[config.mk]
export PLATFORM = sky130hd
export DESIGN_NAME = timed_step_sequencer_flat
export DESIGN_NICKNAME = d
export VERILOG_FILES = /design/src/sv/tss_pkg.sv /design/src/sv/tss_cmd_if.sv /design/src/sv/tss_rsp_if.sv /design/src/sv/tss_ram.sv /design/src/sv/timed_step_sequencer.sv /design/src/flat_wrapper.sv
export VERILOG_INCLUDE_DIRS = /design/src /design/src/sv
export SDC_FILE = /design/constraint.sdc
export NUM_CORES = 2
export LEC_CHECK = 0
export BUFFER_PORTS_ARGS = -buffer_cell sky130_fd_sc_hd__buf_4
export CAP_MARGIN = 25
export CORE_MARGIN = 5
export CORE_UTILIZATION = 40
export CTS_CLUSTER_DIAMETER = 120
export DETAILED_ROUTE_END_ITERATION = 8
export GPL_ROUTABILITY_DRIVEN = 0
export PLACE_DENSITY = 0.52
export SYNTH_ARGS = -nofsm -noshare
export SYNTH_HDL_FRONTEND = slang
export SYNTH_HIERARCHICAL = 1
export SYNTH_SLANG_ARGS = --single-unit
export TNS_END_PERCENT = 100
[constraint.sdc]
create_clock -name clk -period 6.22 [get_ports clk]
set_input_delay 0.622 -clock clk [delete_from_list [all_inputs] [get_ports clk]]
set_output_delay 0.622 -clock clk [all_outputs]
set_load 0.1 [all_outputs]
[src/sv/timed_step_sequencer_macros.svh]
// Assertion macros for the timed step sequencer.
// Expects clk and rst in scope at the point of use; no other dependencies.
`ifndef TIMED_STEP_SEQUENCER_MACROS_SVH
`define TIMED_STEP_SEQUENCER_MACROS_SVH

// Same-cycle implication, disabled while in reset.
`define TSS_ASSERT_IMPL(label, cond, prop, msg) \
  label: assert property (@(posedge clk) disable iff (rst) (cond) |-> (prop)) else $error(msg);

// Next-cycle implication, disabled while in reset.
`define TSS_ASSERT_NEXT(label, cond, prop, msg) \
  label: assert property (@(posedge clk) disable iff (rst) (cond) |=> (prop)) else $error(msg);

`endif

[src/sv/tss_pkg.sv]
// Shared types and constants for the timed step sequencer.
// No dependencies; used by the interfaces and the top level.
`default_nettype none

package tss_pkg;

  localparam int NUM_SEQUENCES_DEFAULT      = 8;
  localparam int STEPS_PER_SEQUENCE_DEFAULT = 16;

  localparam int KIND_W     = 2;
  localparam int MODE_W     = 2;
  localparam int SEQ_IDX_W  = 3;
  localparam int STEP_IDX_W = 4;
  localparam int ACTION_W   = 8;
  localparam int DELAY_W    = 16;
  localparam int TICK_W     = 10;
  localparam int ELAPSED_W  = 32;

  localparam logic [TICK_W-1:0] TICK_PERIOD_RESET = 10'd100;

  typedef enum logic [KIND_W-1:0] {
    KIND_TICK  = 2'd0,
    KIND_START = 2'd1,
    KIND_WRITE = 2'd2
  } kind_t;

  typedef enum logic [MODE_W-1:0] {
    MODE_OFF    = 2'd0,
    MODE_SINGLE = 2'd1,
    MODE_CYCLIC = 2'd2
  } run_mode_t;

  typedef struct packed {
    logic [ACTION_W-1:0] action;
    logic [DELAY_W-1:0]  delay;
  } step_entry_t;

endpackage

`default_nettype wire

[src/sv/tss_cmd_if.sv]
// Command channel of the timed step sequencer: valid/ready plus one input word.
// Depends on tss_pkg for field widths.
`default_nettype none

interface tss_cmd_if;
  logic                             valid;
  logic                             ready;
  logic [tss_pkg::KIND_W-1:0]       kind;
  logic [tss_pkg::MODE_W-1:0]       run_mode;
  logic [tss_pkg::SEQ_IDX_W-1:0]    sequence_index;
  logic [tss_pkg::STEP_IDX_W-1:0]   step_index;
  logic [tss_pkg::ACTION_W-1:0]     action_code;
  logic [tss_pkg::DELAY_W-1:0]      delay_ms;

  modport source (
    output valid, kind, run_mode, sequence_index, step_index, action_code, delay_ms,
    input  ready
  );

  modport sink (
    input  valid, kind, run_mode, sequence_index, step_index, action_code, delay_ms,
    output ready
  );
endinterface

`default_nettype wire

[src/sv/tss_rsp_if.sv]
// Result channel of the timed step sequencer: valid/ready plus one result word.
// Depends on tss_pkg for field widths.
`default_nettype none

interface tss_rsp_if;
  logic                             valid;
  logic                             ready;
  logic                             action_fire;
  logic [tss_pkg::ACTION_W-1:0]     fired_action;
  logic [tss_pkg::SEQ_IDX_W-1:0]    fired_sequence;
  logic [tss_pkg::STEP_IDX_W-1:0]   fired_step;
  logic                             active;
  logic [tss_pkg::ELAPSED_W-1:0]    elapsed_time_ms;

  modport source (
    output valid, action_fire, fired_action, fired_sequence, fired_step, active,
           elapsed_time_ms,
    input  ready
  );

  modport sink (
    input  valid, action_fire, fired_action, fired_sequence, fired_step, active,
           elapsed_time_ms,
    output ready
  );
endinterface

`default_nettype wire

[src/sv/tss_ram.sv]
// Generic single-write, single-read RAM with a registered read port.
// Read and write of the same address in one cycle return the old data.
`default_nettype none

module tss_ram #(
  parameter int WIDTH = 8,
  parameter int DEPTH = 16
) (
  input  logic                                    clk,
  input  logic                                    we,
  input  logic [((DEPTH > 1) ? $clog2(DEPTH) : 1)-1:0] waddr,
  input  logic [WIDTH-1:0]                        wdata,
  input  logic [((DEPTH > 1) ? $clog2(DEPTH) : 1)-1:0] raddr,
  output logic [WIDTH-1:0]                        rdata
);
  logic [WIDTH-1:0] mem [DEPTH];

  always_ff @(posedge clk) begin
    if (we) begin
      mem[waddr] <= wdata;
    end
    rdata <= mem[raddr];
  end
endmodule

`default_nettype wire

[src/sv/timed_step_sequencer.sv]
// Timed step sequencer: runs timed action sequences from a step table.
// Uses tss_pkg, tss_cmd_if, tss_rsp_if, tss_ram and the assertion macros.
//
// Usage:
//   cmd  - one word per item: a tick, a start (sequence and run mode) or a
//          step table write (sequence, step, action code, delay).
//   rsp  - exactly one result word per command word, in order: whether the
//          tick fired an action, which action and where, whether the
//          sequencer is running, and elapsed milliseconds since the last start.
//   cfg  - cfg_valid/cfg_ready/cfg_data write the tick period in ms; always
//          ready, write only while no command is in flight.
// Path: an accepted command word goes through the second stage, then the
//   output register. Throughput: one word per cycle while the result channel
//   is ready. The step table read is issued in the cycle a word is taken, from
//   the state left by the word ahead, so the read-modify-write loop via the RAM closes.
// Reset: sequencer off, counters zero, tick period 100 ms. The table reads
//   as all zero until written; per-entry valid bits clear at once, so no
//   clearing pass is needed.
// Stall: a held result word keeps its register; one more command word waits
//   in the second stage and the command channel drops ready behind it.
`default_nettype none
`include "timed_step_sequencer_macros.svh"

module timed_step_sequencer #(
  parameter int NUM_SEQUENCES      = tss_pkg::NUM_SEQUENCES_DEFAULT,
  parameter int STEPS_PER_SEQUENCE = tss_pkg::STEPS_PER_SEQUENCE_DEFAULT
) (
  input  logic                        clk,
  input  logic                        rst,
  input  logic                        cfg_valid,
  output logic                        cfg_ready,
  input  logic [tss_pkg::TICK_W-1:0]  cfg_data,
  tss_cmd_if.sink                     cmd,
  tss_rsp_if.source                   rsp
);
  import tss_pkg::*;

  localparam int DEPTH  = NUM_SEQUENCES * STEPS_PER_SEQUENCE;
  localparam int ADDR_W = (DEPTH > 1) ? $clog2(DEPTH) : 1;
  localparam int SEQ_W  = (NUM_SEQUENCES > 1) ? $clog2(NUM_SEQUENCES) : 1;
  localparam int POS_W  = $clog2(STEPS_PER_SEQUENCE + 1);
  localparam int BIT_W  = (STEPS_PER_SEQUENCE > 1) ? $clog2(STEPS_PER_SEQUENCE) : 1;
  localparam int ENTRY_W = $bits(step_entry_t);

  // Configuration
  logic [TICK_W-1:0] tick_period;

  // Second stage: the word waiting for its table data
  logic                  s1_valid;
  logic [KIND_W-1:0]     s1_kind;
  logic [MODE_W-1:0]     s1_mode;
  logic [SEQ_IDX_W-1:0]  s1_seq;
  logic [STEP_IDX_W-1:0] s1_step;
  logic [ACTION_W-1:0]   s1_action;
  logic [DELAY_W-1:0]    s1_delay;
  logic                  s1_go;

  // Sequencer state
  logic [MODE_W-1:0]             run_state, run_state_next;
  logic [SEQ_W-1:0]              cur_seq, cur_seq_next;
  logic [POS_W-1:0]              step_pos, step_pos_next;
  logic [DELAY_W-1:0]            countdown, countdown_next;
  logic [STEPS_PER_SEQUENCE-1:0] started, started_next;
  logic [ELAPSED_W-1:0]          elapsed, elapsed_next;

  // Table access
  logic [DEPTH-1:0]   entry_valid;
  logic               ram_we;
  logic [ADDR_W-1:0]  wr_addr;
  logic [ADDR_W-1:0]  rd_addr;
  logic               rd_in_range_next;
  logic               rd_in_range;
  logic               rd_valid;
  logic               fwd_hit;
  step_entry_t        fwd_entry;
  step_entry_t        wr_entry;
  logic [ENTRY_W-1:0] ram_rdata;
  step_entry_t        entry;
  logic               present;
  logic [BIT_W-1:0]   pos_bit;

  // Result of the word in the second stage
  logic                  fire;
  logic [ACTION_W-1:0]   f_act;
  logic [SEQ_IDX_W-1:0]  f_seq;
  logic [STEP_IDX_W-1:0] f_step;
  logic                  act;
  logic                  seq_in_ok;
  logic                  step_in_ok;

  // Output register
  logic                  out_valid;
  logic                  out_fire;
  logic [ACTION_W-1:0]   out_action;
  logic [SEQ_IDX_W-1:0]  out_seq;
  logic [STEP_IDX_W-1:0] out_step;
  logic                  out_active;
  logic [ELAPSED_W-1:0]  out_elapsed;

  assign cfg_ready = 1'b1;

  // Advance the second stage whenever the output register is free or draining.
  assign s1_go     = s1_valid && (!out_valid || rsp.ready);
  assign cmd.ready = !s1_valid || s1_go;

  assign seq_in_ok  = int'(s1_seq) < NUM_SEQUENCES;
  assign step_in_ok = int'(s1_step) < STEPS_PER_SEQUENCE;

  // Forwarded write data wins; never-written entries read as an empty step.
  always_comb begin
    if (fwd_hit) begin
      entry = fwd_entry;
    end else if (rd_valid) begin
      entry = step_entry_t'(ram_rdata);
    end else begin
      entry = '0;
    end
  end

  assign present  = rd_in_range && (entry.action != '0);
  assign pos_bit  = step_pos[BIT_W-1:0];
  assign wr_addr  = ADDR_W'(int'(s1_seq) * STEPS_PER_SEQUENCE + int'(s1_step));
  assign wr_entry = '{action: s1_action, delay: s1_delay};

  // Next-state logic for the word in the second stage.
  always_comb begin
    run_state_next = run_state;
    cur_seq_next   = cur_seq;
    step_pos_next  = step_pos;
    countdown_next = countdown;
    started_next   = started;
    elapsed_next   = elapsed;
    ram_we         = 1'b0;
    fire           = 1'b0;
    f_act          = '0;
    f_seq          = '0;
    f_step         = '0;
    act            = (run_state != MODE_OFF);

    if (s1_go) begin
      case (s1_kind)
        KIND_TICK: begin
          elapsed_next = elapsed + ELAPSED_W'(tick_period);
          if (run_state != MODE_OFF) begin
            if (present) begin
              if (!started[pos_bit]) begin
                // First tick on this step: fire and load its delay.
                started_next[pos_bit] = 1'b1;
                fire                  = 1'b1;
                f_act                 = entry.action;
                f_seq                 = SEQ_IDX_W'(cur_seq);
                f_step                = STEP_IDX_W'(step_pos);
                countdown_next        = entry.delay;
              end else if (countdown == '0) begin
                step_pos_next = step_pos + POS_W'(1);
              end else if (countdown > DELAY_W'(tick_period)) begin
                countdown_next = countdown - DELAY_W'(tick_period);
              end else begin
                countdown_next = '0;
              end
            end else begin
              // End of sequence: stop, or move on to the next one and re-arm.
              step_pos_next  = '0;
              countdown_next = '0;
              if (run_state == MODE_SINGLE) begin
                run_state_next = MODE_OFF;
              end else begin
                if (cur_seq == SEQ_W'(NUM_SEQUENCES - 1)) begin
                  cur_seq_next = '0;
                end else begin
                  cur_seq_next = cur_seq + SEQ_W'(1);
                end
                started_next = '0;
              end
            end
          end else begin
            cur_seq_next   = '0;
            step_pos_next  = '0;
            countdown_next = '0;
          end
        end
        KIND_START: begin
          if (seq_in_ok) begin
            case (s1_mode)
              MODE_SINGLE: run_state_next = MODE_SINGLE;
              MODE_CYCLIC: run_state_next = MODE_CYCLIC;
              default:     run_state_next = MODE_OFF;
            endcase
            cur_seq_next   = SEQ_W'(s1_seq);
            elapsed_next   = '0;
            step_pos_next  = '0;
            countdown_next = '0;
            started_next   = '0;
          end
          act = (run_state_next != MODE_OFF);
        end
        KIND_WRITE: begin
          ram_we = seq_in_ok && step_in_ok;
        end
        default: begin
          // Unknown kind: drop the word, report no fire.
        end
      endcase
    end
  end

  // Read the entry the next word will need, from the state after this one.
  assign rd_in_range_next = int'(step_pos_next) < STEPS_PER_SEQUENCE;
  assign rd_addr = rd_in_range_next
                   ? ADDR_W'(int'(cur_seq_next) * STEPS_PER_SEQUENCE + int'(step_pos_next))
                   : '0;

  tss_ram #(
    .WIDTH (ENTRY_W),
    .DEPTH (DEPTH)
  ) u_table (
    .clk   (clk),
    .we    (ram_we),
    .waddr (wr_addr),
    .wdata (wr_entry),
    .raddr (rd_addr),
    .rdata (ram_rdata)
  );

  // Control state
  always_ff @(posedge clk) begin
    if (rst) begin
      tick_period <= TICK_PERIOD_RESET;
      s1_valid    <= 1'b0;
      out_valid   <= 1'b0;
      run_state   <= MODE_OFF;
      cur_seq     <= '0;
      step_pos    <= '0;
      countdown   <= '0;
      started     <= '0;
      elapsed     <= '0;
      entry_valid <= '0;
    end else begin
      if (cfg_valid) begin
        tick_period <= cfg_data;
      end
      if (cmd.ready) begin
        s1_valid <= cmd.valid;
      end
      if (s1_go) begin
        out_valid <= 1'b1;
      end else if (rsp.ready) begin
        out_valid <= 1'b0;
      end
      run_state <= run_state_next;
      cur_seq   <= cur_seq_next;
      step_pos  <= step_pos_next;
      countdown <= countdown_next;
      started   <= started_next;
      elapsed   <= elapsed_next;
      if (ram_we) begin
        entry_valid[wr_addr] <= 1'b1;
      end
    end
  end

  // Payload and read-side registers
  always_ff @(posedge clk) begin
    if (cmd.valid && cmd.ready) begin
      s1_kind   <= cmd.kind;
      s1_mode   <= cmd.run_mode;
      s1_seq    <= cmd.sequence_index;
      s1_step   <= cmd.step_index;
      s1_action <= cmd.action_code;
      s1_delay  <= cmd.delay_ms;
    end
    rd_in_range <= rd_in_range_next;
    rd_valid    <= entry_valid[rd_addr];
    fwd_hit     <= ram_we && (wr_addr == rd_addr);
    fwd_entry   <= wr_entry;
    if (s1_go) begin
      out_fire    <= fire;
      out_action  <= f_act;
      out_seq     <= f_seq;
      out_step    <= f_step;
      out_active  <= act;
      out_elapsed <= elapsed_next;
    end
  end

  assign rsp.valid           = out_valid;
  assign rsp.action_fire     = out_fire;
  assign rsp.fired_action    = out_action;
  assign rsp.fired_sequence  = out_seq;
  assign rsp.fired_step      = out_step;
  assign rsp.active          = out_active;
  assign rsp.elapsed_time_ms = out_elapsed;

  // Checks
  `TSS_ASSERT_IMPL(a_no_write_on_hold, s1_valid && !s1_go, !ram_we,
                   "table written while the second stage is held")
  `TSS_ASSERT_IMPL(a_ready_only_blocked_by_s1, !cmd.ready, s1_valid,
                   "command channel blocked with an empty second stage")
  `TSS_ASSERT_NEXT(a_start_rearms, s1_go && (s1_kind == KIND_START) && seq_in_ok,
                   (step_pos == '0) && (started == '0) && (elapsed == '0),
                   "start did not re-arm the position")
  `TSS_ASSERT_NEXT(a_tick_adds_period, s1_go && (s1_kind == KIND_TICK),
                   elapsed == $past(elapsed + ELAPSED_W'(tick_period)),
                   "tick did not advance elapsed time by the period")
endmodule

`default_nettype wire
[src/flat_wrapper.sv]
// flat-port wrapper written by rule: the top's interface ports become plain ports
module timed_step_sequencer_flat import tss_pkg::*;
#(
  parameter int NUM_SEQUENCES      = tss_pkg::NUM_SEQUENCES_DEFAULT,
  parameter int STEPS_PER_SEQUENCE = tss_pkg::STEPS_PER_SEQUENCE_DEFAULT
)
  (clk, rst, cfg_valid, cfg_ready, cfg_data, cmd_valid, cmd_kind, cmd_run_mode, cmd_sequence_index, cmd_step_index, cmd_action_code, cmd_delay_ms, cmd_ready, rsp_valid, rsp_action_fire, rsp_fired_action, rsp_fired_sequence, rsp_fired_step, rsp_active, rsp_elapsed_time_ms, rsp_ready);
  tss_cmd_if cmd_i ();
  tss_rsp_if rsp_i ();
  input  logic clk;
  input  logic rst;
  input  logic cfg_valid;
  output logic cfg_ready;
  input  logic [tss_pkg::TICK_W-1:0] cfg_data;
  input wire logic [$bits(cmd_i.valid)-1:0] cmd_valid;
  input wire logic [$bits(cmd_i.kind)-1:0] cmd_kind;
  input wire logic [$bits(cmd_i.run_mode)-1:0] cmd_run_mode;
  input wire logic [$bits(cmd_i.sequence_index)-1:0] cmd_sequence_index;
  input wire logic [$bits(cmd_i.step_index)-1:0] cmd_step_index;
  input wire logic [$bits(cmd_i.action_code)-1:0] cmd_action_code;
  input wire logic [$bits(cmd_i.delay_ms)-1:0] cmd_delay_ms;
  output wire logic [$bits(cmd_i.ready)-1:0] cmd_ready;
  output wire logic [$bits(rsp_i.valid)-1:0] rsp_valid;
  output wire logic [$bits(rsp_i.action_fire)-1:0] rsp_action_fire;
  output wire logic [$bits(rsp_i.fired_action)-1:0] rsp_fired_action;
  output wire logic [$bits(rsp_i.fired_sequence)-1:0] rsp_fired_sequence;
  output wire logic [$bits(rsp_i.fired_step)-1:0] rsp_fired_step;
  output wire logic [$bits(rsp_i.active)-1:0] rsp_active;
  output wire logic [$bits(rsp_i.elapsed_time_ms)-1:0] rsp_elapsed_time_ms;
  input wire logic [$bits(rsp_i.ready)-1:0] rsp_ready;
  assign cmd_i.valid = cmd_valid;
  assign cmd_i.kind = cmd_kind;
  assign cmd_i.run_mode = cmd_run_mode;
  assign cmd_i.sequence_index = cmd_sequence_index;
  assign cmd_i.step_index = cmd_step_index;
  assign cmd_i.action_code = cmd_action_code;
  assign cmd_i.delay_ms = cmd_delay_ms;
  assign cmd_ready = cmd_i.ready;
  assign rsp_valid = rsp_i.valid;
  assign rsp_action_fire = rsp_i.action_fire;
  assign rsp_fired_action = rsp_i.fired_action;
  assign rsp_fired_sequence = rsp_i.fired_sequence;
  assign rsp_fired_step = rsp_i.fired_step;
  assign rsp_active = rsp_i.active;
  assign rsp_elapsed_time_ms = rsp_i.elapsed_time_ms;
  assign rsp_i.ready = rsp_ready;
  timed_step_sequencer #(.NUM_SEQUENCES(NUM_SEQUENCES), .STEPS_PER_SEQUENCE(STEPS_PER_SEQUENCE)) u_core (.clk(clk), .rst(rst), .cfg_valid(cfg_valid), .cfg_ready(cfg_ready), .cfg_data(cfg_data), .cmd(cmd_i), .rsp(rsp_i));
endmodule
# ---- After elaboration in Yosys (flattened, before gate mapping)
# Memories as Yosys holds them, arrays and structs flattened. A register that Yosys moved wholly into a read port is not among the register bits.
# Cells that the tools add are included.
dict set report word_totals {
  latch_bits 0
  ramBits 3072
  inputBits 50
  mem_count 1
  mem_bits_ro 0
  ff_bits 325
  wordCells 132
  out_inout_bits 52
}
dict set report classes {
  shift 0
  magnitude_cmp 7
  n_mul 0
  muxes 51
  eq_ne 13
  n_reduce_logical 22
  div 0
  addsub 6
  n_bitwise 5
}
# name words width read_ports rd_clocked_by_memory_dff write_ports line
set memory_table {}
lappend memory_table {u_core.u_table.mem 128 24 1 1 1 tss_ram.sv:16} ;# logic [WIDTH-1:0] mem [DEPTH];
# operator n
set ops {}
lappend ops {{2-to-1 mux 16 bit} 9}
lappend ops {{bitwise OR 128 bit} 1}
lappend ops {{case mux 16 bit (2 select lines)} 2}
lappend ops {{case mux 32 bit (2 select lines)} 1}
lappend ops {{2-to-1 mux 24 bit} 2}
lappend ops {{adder 32 x 10 -> 32 bit} 1}
lappend ops {{2-to-1 mux 32 bit} 1}
lappend ops {{2-to-1 mux 5 bit} 5}
lappend ops {{> comparator 16 x 10 -> 1 bit} 1}
lappend ops {{logical NOT 16 bit} 1}
lappend ops {{< comparator 7 x 8 -> 1 bit, second input constant} 2}
lappend ops {{bitwise OR 16 bit} 1}
lappend ops {{subtractor 16 x 10 -> 16 bit} 1}
lappend ops {{2-to-1 mux 3 bit} 5}
lappend ops {{2-to-1 mux 1 bit} 12}
lappend ops {{2-to-1 mux 2 bit} 5}
lappend ops {{case mux 5 bit (2 select lines)} 1}
lappend ops {{AND reduction 5 bit} 2}
lappend ops {{case mux 2 bit (2 select lines)} 2}
lappend ops {{nonzero test 2 bit} 4}
lappend ops {{nonzero test 8 bit} 1}
lappend ops {{adder 7 x 4 -> 7 bit} 1}
lappend ops {{adder 7 x 5 -> 7 bit} 1}
lappend ops {{binary-select mux 1 bit (select 7 bit)} 1}
lappend ops {{27 further kinds} 41}

# ---- Logic depth before layout (Yosys ltp)
dict set report depth {
  word_depth 12
  mapped_depth 17
  depth_no_buf 15
}

# ---- Cells and area by module
# Netlist, hierarchy kept.
# mod seq_area_each_um2 instances area_per_inst_um2 cells_each
set by_module_without_submodules {}
lappend by_module_without_submodules {tss_ram 92728.9 1 117381.3 4538}
lappend by_module_without_submodules {timed_step_sequencer 7347.0 1 14008.4 1492}

# ---- Least setup slack after synthesis
# OpenSTA, ideal clock, no wires.
dict set report synth_timing {
  path_kind {flip-flop to flip-flop}
  startpoint {register u_core.out_valid (netlist: u_core/rsp.valid)}
  endpoint {register u_core.u_table.rdata[0] (read register of u_core.u_table.mem)}
  synth_period_minus_slack_ps 5788
  setup_time_ps 121
  arrival_ps 5667
  stages_incl_launch_ff 17
  n_path_buf 4
  t_required_ps 6099
  slack_ps 432
  path_cell_list {dfxtp_1 -> nand2b_1 -> nand2_1 -> inv_1 -> o2111ai_1 -> mux2i_1 -> o21a_4 -> nor2_8 -> inv_4 -> buf_6 -> clkbuf_1 -> buf_2 -> clkbuf_1 -> mux4_2 -> mux4_2 -> mux4_2 -> mux2_2}
}
dict set report synth_between {
  elab_chain_cells 6
  word_cells_on_any_way 8
  cone_classes {1 x add/sub; 1 x order compare; 3 x mux; 3 x reduce/logical}
}
# element line
set synth_rtl {}
lappend synth_rtl {{start, declared} timed_step_sequencer.sv:92} ;# logic out_valid;
lappend synth_rtl {{start signal, assigned} timed_step_sequencer.sv:230} ;# out_valid <= 1'b0;
lappend synth_rtl {{start signal, assigned} timed_step_sequencer.sv:246} ;# out_valid <= 1'b1;
lappend synth_rtl {{start signal, assigned} timed_step_sequencer.sv:248} ;# out_valid <= 1'b0;
lappend synth_rtl {{logical NOT 1 bit *} timed_step_sequencer.sv:103} ;# assign s1_go = s1_valid && (!out_valid || rsp.ready);
lappend synth_rtl {{logical OR 1 bit *} timed_step_sequencer.sv:103}
lappend synth_rtl {{logical AND 1 bit *} timed_step_sequencer.sv:103}
lappend synth_rtl {{net u_core.s1_go} timed_step_sequencer.sv:56} ;# logic s1_go;
lappend synth_rtl {{2-to-1 mux 5 bit *} timed_step_sequencer.sv:140} ;# if (s1_go) begin
lappend synth_rtl {{adder 7 x 5 -> 7 bit / < comparator 5 bit (equally long branches)} {timed_step_sequencer.sv:210, timed_step_sequencer.sv:208}}
lappend synth_rtl {{2-to-1 mux 7 bit *} timed_step_sequencer.sv:210} ;# ? ADDR_W'(int'(cur_seq_next) * STEPS_PER_SEQUENCE + int'(step_pos_next))
lappend synth_rtl {{net u_core.rd_addr[0]} timed_step_sequencer.sv:70} ;# logic [ADDR_W-1:0] rd_addr;
lappend synth_rtl {{end, declared} tss_ram.sv:14} ;# output logic [WIDTH-1:0] rdata
# Mark *: on every way through the listed nets, which the timed path passes. The rest lies on a longest branch.
# A chain may end at the register's enable or synchronous reset.

# ---- Final worst setup path
dict set report layout_timing {
  startpoint {register u_core.step_pos[1]}
  endpoint {register u_core.u_table.rdata[20] (read register of u_core.u_table.mem)}
}
dict set report layout_between {
  elab_chain_cells 9
  word_cells_on_any_way 12
  cone_classes {2 x add/sub; 1 x order compare; 9 x mux}
}
# element line
set layout_rtl {}
lappend layout_rtl {{start, declared} timed_step_sequencer.sv:61} ;# logic [POS_W-1:0] step_pos, step_pos_next;
lappend layout_rtl {{start signal, assigned} timed_step_sequencer.sv:252} ;# step_pos <= step_pos_next;
lappend layout_rtl {{adder 5 x 1 -> 5 bit / binary-select mux 1 bit (select 4 bit) (equally long branches)} {timed_step_sequencer.sv:155, timed_step_sequencer.sv:146}}
lappend layout_rtl {{2-to-1 mux 5 bit / 2-to-1 mux 1 bit (equally long branches)} {timed_step_sequencer.sv:154, timed_step_sequencer.sv:146}}
lappend layout_rtl {{2-to-1 mux 5 bit} timed_step_sequencer.sv:146} ;# if (!started[pos_bit]) begin
lappend layout_rtl {{2-to-1 mux 5 bit} timed_step_sequencer.sv:145} ;# if (present) begin
lappend layout_rtl {{2-to-1 mux 5 bit} timed_step_sequencer.sv:144} ;# if (run_state != MODE_OFF) begin
lappend layout_rtl {{case mux 5 bit (2 select lines)} timed_step_sequencer.sv:141} ;# case (s1_kind)
lappend layout_rtl {{2-to-1 mux 5 bit *} timed_step_sequencer.sv:140}
lappend layout_rtl {{adder 7 x 5 -> 7 bit / < comparator 5 bit (equally long branches)} {timed_step_sequencer.sv:210, timed_step_sequencer.sv:208}}
lappend layout_rtl {{2-to-1 mux 7 bit *} timed_step_sequencer.sv:210}
# Every way passes the cells marked *; elsewhere a longest branch is shown, timed or not. The select of a mux whose other input is x is not followed.

==> results.md <==
- The run finished with clean final reports.
- The most common flop cell mapped by yosys is edfxtp_1.
- The count of different cell masters after synthesis is approximately 90.
- The floorplan step set the die height to 583.1 um.
- The type of origin of the critical path is a flop.
- The async set or reset register ratio after synthesis is 0%.
- The combined area of all synthesized cells is between 100000 and 150000 um2.
- Setup repair after global routing left no endpoint under its margin.
- Entering global routing, the biggest net connects between 90 and 100 pins.
- For this design, the slowest cell found on the critical path is dfxtp_1.
- The first detailed-routing pass ran for 5 iterations.
- The number of cells on the worst reg-to-reg path is 13.
- Ranked by total cell area, the synthesized netlist is headed by edfxtp_1 72%, mux4_2 17%, dfxtp_1 4.0%.
- The detailed-route via count is 66.03k.
- In this run, synthesis produced a sequential element count of 3421.
- The largest total area in the synthesized netlist belongs to edfxtp_1.
- around 100 I/O pins were placed.
- The synthesized design contains approximately 3.2k enable-type register cells.
- The most common cell in the synthesized netlist is edfxtp_1.
- Across the routed clock network, the largest skew measured is between 30 and 40 ps.
- After layout, the design draws a total of 47150 uW.
- Detailed placement finished with a half-perimeter wire length of between 200000 and 250000 um.
- In this run, the number of DRC markers left after iteration 0 of detailed routing was roughly 7.4k.
- The floorplan step defined a die boundary enclosing 340000 um2.
- The maximum single-stage delay on the critical path is slightly above 700 ps.
- The sum of routed wire length over all layers is 382200 um.
- The startpoint identified for the worst hold timing path is cfg_valid.
- In this run the worst hold path is classified as in -> reg.
- The class of the most critical setup path is reg -> reg.
- The number of antenna violations at the first check in global routing is 40.
- During placement, the flow inserted port buffers numbering 100.
- The first global-routing pass estimated between 500000 and 600000 um of wire.
- The die boundary width is 583.1 um.
- The post-route antenna net violation count is 0.
- Setup violations remaining at the end of the flow were counted as 0.
- The floorplan has 210 rows.
- The worst-margin pin slew is around 1100 ps.
- After detailed routing, the number of vias per cell comes to 5.896.
- Adding up every negative setup slack in the final design gives 0 ps.
- Along the worst hold path, the cell count comes to 2.
- By count the netlist is led by 3156 x edfxtp_1, 1009 x mux4_2, 372 x nor2_1.
- The overall track demand over capacity in global routing is around 22%.
- The cell area power density is about 310 nW/um2.
- In this run the tightest slew margin relative to its limit is 27.21%.
- The tree built by TritonCTS fans out to between 3k and 4k sinks.
- Data arrives at the worst endpoint at ~6700 ps.
- The average wire per standard cell is around 34 um.
- The number of global-route vias before repair was between 60k and 70k.
- The endpoint with the worst hold slack is u_core/tick_period[5].
- The synthesized net count is 6110.
- The post-route netlist has a little under a third of its cells at a drive strength greater than 1.
- The final core utilization is roughly 47%.
- The count of final hold-check violations came to 0.
- The end of the worst register-to-register path is u_core/u_table/rdata[20].
- IR analysis of the VDD net gives a maximum drop of ~0.22 mV.
- The clock passes through at most 4 buffers.
- In this run the mean area of a mapped cell was about 22 um2.
- The minimum period implied by the final worst setup slack is 5890 ps.
- The number of buffers inserted during clock tree synthesis is between 300 and 400.
- During synthesis, Yosys emitted a total of 6 warnings.
- The share of the Yosys chip area taken by registers is 76.17%.
- The finished layout holds around 11k standard cells, fillers aside.
- The worst register-to-register path has a setup slack of between 300 and 400 ps.
- The maximum clock frequency is 169.8 MHz.
- The H-tree depth is 5.
- The most numerous cell type found on the critical path is mux4_2.
- The total instance count after detailed placement is between 10k and 15k.
- Traced cell by cell, the critical path runs through mux2i_1 -> a22o_1 -> nor4_2 -> mux2i_1 -> o21a_4 -> nor2_8 -> inv_16 -> buf_12 -> buf_4 -> mux4_2 -> mux4_2 -> mux4_2 -> mux2_2.
- At the later pin of the worst-skew pair, clock insertion delay measures a little over 900 ps.
- The worst setup path is captured at a flop.
- TritonCTS built the clock tree.
- The leftover overflow at the end of global routing is 0.
- At the worst endpoint, the required time is between 7000 and 8000 ps.
- The max-cap violation count is 0.
- In this run the critical register-to-register path is launched from u_core/step_pos[1].
- Final hold analysis gives a worst-case slack of between 90 and 100 ps.
- The share of the cycle needed by the critical path after routing is about 95%.
- The post-layout net count is 6622.
- The effective utilization at floorplan is about two fifths.
- Compared with the post-synthesis result, the final layout area differs by 16.27%.
- The placeable core region is 327100 um2.
- The share of the synthesized area in the top cell type is between 70 and 80%.
- Of all nets on the critical path, the largest fanout is 45.
- The final-report max-slew violation count is 0.
- The tree is rooted in a clkbuf_16.
- Synthesis produced a netlist whose cell count is ~6.0k.
- In this run the static leakage power is around 0.046 uW.
- For this run, design rule violations remaining after detail routing come to 0.
- After clock tree synthesis, the clock-pin slew on the worst setup and hold paths is approximately 60 ps.
[cell usage in the layout (no fill, tap or decap), types with 15 or more instances in the layout]
master	synthesis	final
nor3_1	53	38
buf_4	4	345
dlygate4sd3_1	0	47
clkbuf_16	0	358
mux4_2	1009	1009
nand2_1	89	86
nand3_1	54	50
ha_1	28	28
clkbuf_8	0	30
o21ai_0	48	48
and2_1	16	15
nor2_1	372	245
diode_2	0	24
nor2_4	0	122
a21oi_1	197	197
xnor2_1	29	29
clkinv_2	1	48
dfxtp_1	265	265
a22oi_1	21	21
clkinv_1	1	71
inv_1	45	43
nor4_1	18	18
mux2_2	31	31
nor3_2	1	15
a31oi_1	16	16
o211ai_1	19	19
mux2i_1	26	26
clkbuf_1	209	74
edfxtp_1	3156	3156
buf_12	0	83
bufinv_16	0	28
[worst max-delay path, delay by kind of cell, from the launching register on]
family	cells	cell delay, ps
AOI/OAI and AO/OA	2	660
DFF	1	720
and+or+nand+nor	2	510
muxes	6	2780
buffers and inverters	3	950
[flip-flops by register name, indices dropped and copies added, names as in the netlist, 3 cells and up]
name	count
u_core/rsp.fired_sequence	3
u_core/rsp.fired_action	8
u_core/step_pos	5
u_core/s1_step	4
u_core/s1_delay	16
u_core/s1_seq	3
u_core/rsp.elapsed_time_ms	32
u_core/tick_period	10
u_core/rsp.fired_step	4
u_core/fwd_entry	24
u_core/u_table/rdata	24
u_core/elapsed	32
u_core/cur_seq	3
u_core/s1_action	8
u_core/entry_valid	128
u_core/countdown	16
u_core/u_table/mem	3072
u_core/started	16
[cell type report]
cell class	count	area, um2
fill	26925	174400
sequential	3421	100100
multi-input combinational	2239	30800
clock buffer	464	9662
tap	4346	5438
timing repair buffer	480	4821
clock inverter	174	1692
inverter	50	215.2
antenna	24	60.06
[through the flow]
stage	setup slack, ps	instance area (um2)
after CTS	364.5	152600
final	329.5	152800
after global routing	159.3	152700
after floorplan	432.5	131400
after detailed placement	378.5	140800
after global placement	403.2	140700
[per-layer routing]
layer / global-route usage (%) / up-vias / wire length (um)
met5: 0 / - / 36
met4: 4.623 / 6 / 8014
met3: 3.733 / 439 / 28870
met2: 35.93 / 2672 / 184400
met1: 31.98 / 36470 / 160900
li1: - / 26438 / -
[cells by family after synthesis]
| group | Yosys count | share of synthesized area [%] |
|---|---|---|
| DFF | 3421 | 76.17 |
| muxes | 1066 | 17.76 |
| and+or+nand+nor | 693 | 2.403 |
| AOI/OAI and AO/OA | 415 | 1.966 |
| buffers and inverters | 370 | 1.178 |
| xor gates and xnor gates | 34 | 0.2266 |
| adders and majority gates | 30 | 0.2971 |
| other | 1 | 0.002854 |
[repair_timing]
action / in CTS / in global routing
setup endpoints to repair: 0 / 0
endpoints found under the hold margin: 47 / 0
gates resized for setup: 0 / 0
buffers inserted: 0 / 0
hold buffers: 47 / 0
[report_power, final]
part           switching [uW]  total (uW)  internal, uW
Combinational             826        1020           191
Sequential               59.2       25200         25200
Clock                    8790       20900         12100
Total                    9680       47200         37500
[worst max-delay path by stage]
stage / end / startpoint
after floorplan: u_core/u_table/rdata[0] / u_core/rsp.valid
after global routing: u_core/u_table/rdata[16] / u_core/step_pos[1]
after global placement: u_core/u_table/rdata[23] / u_core/u_table/rdata[16]
after detailed placement: u_core/u_table/rdata[20] / u_core/step_pos[1]
after CTS: u_core/u_table/rdata[20] / u_core/step_pos[1]
final: u_core/u_table/rdata[20] / u_core/step_pos[1]
No activity file was read; power rests on OpenSTA's default activity.
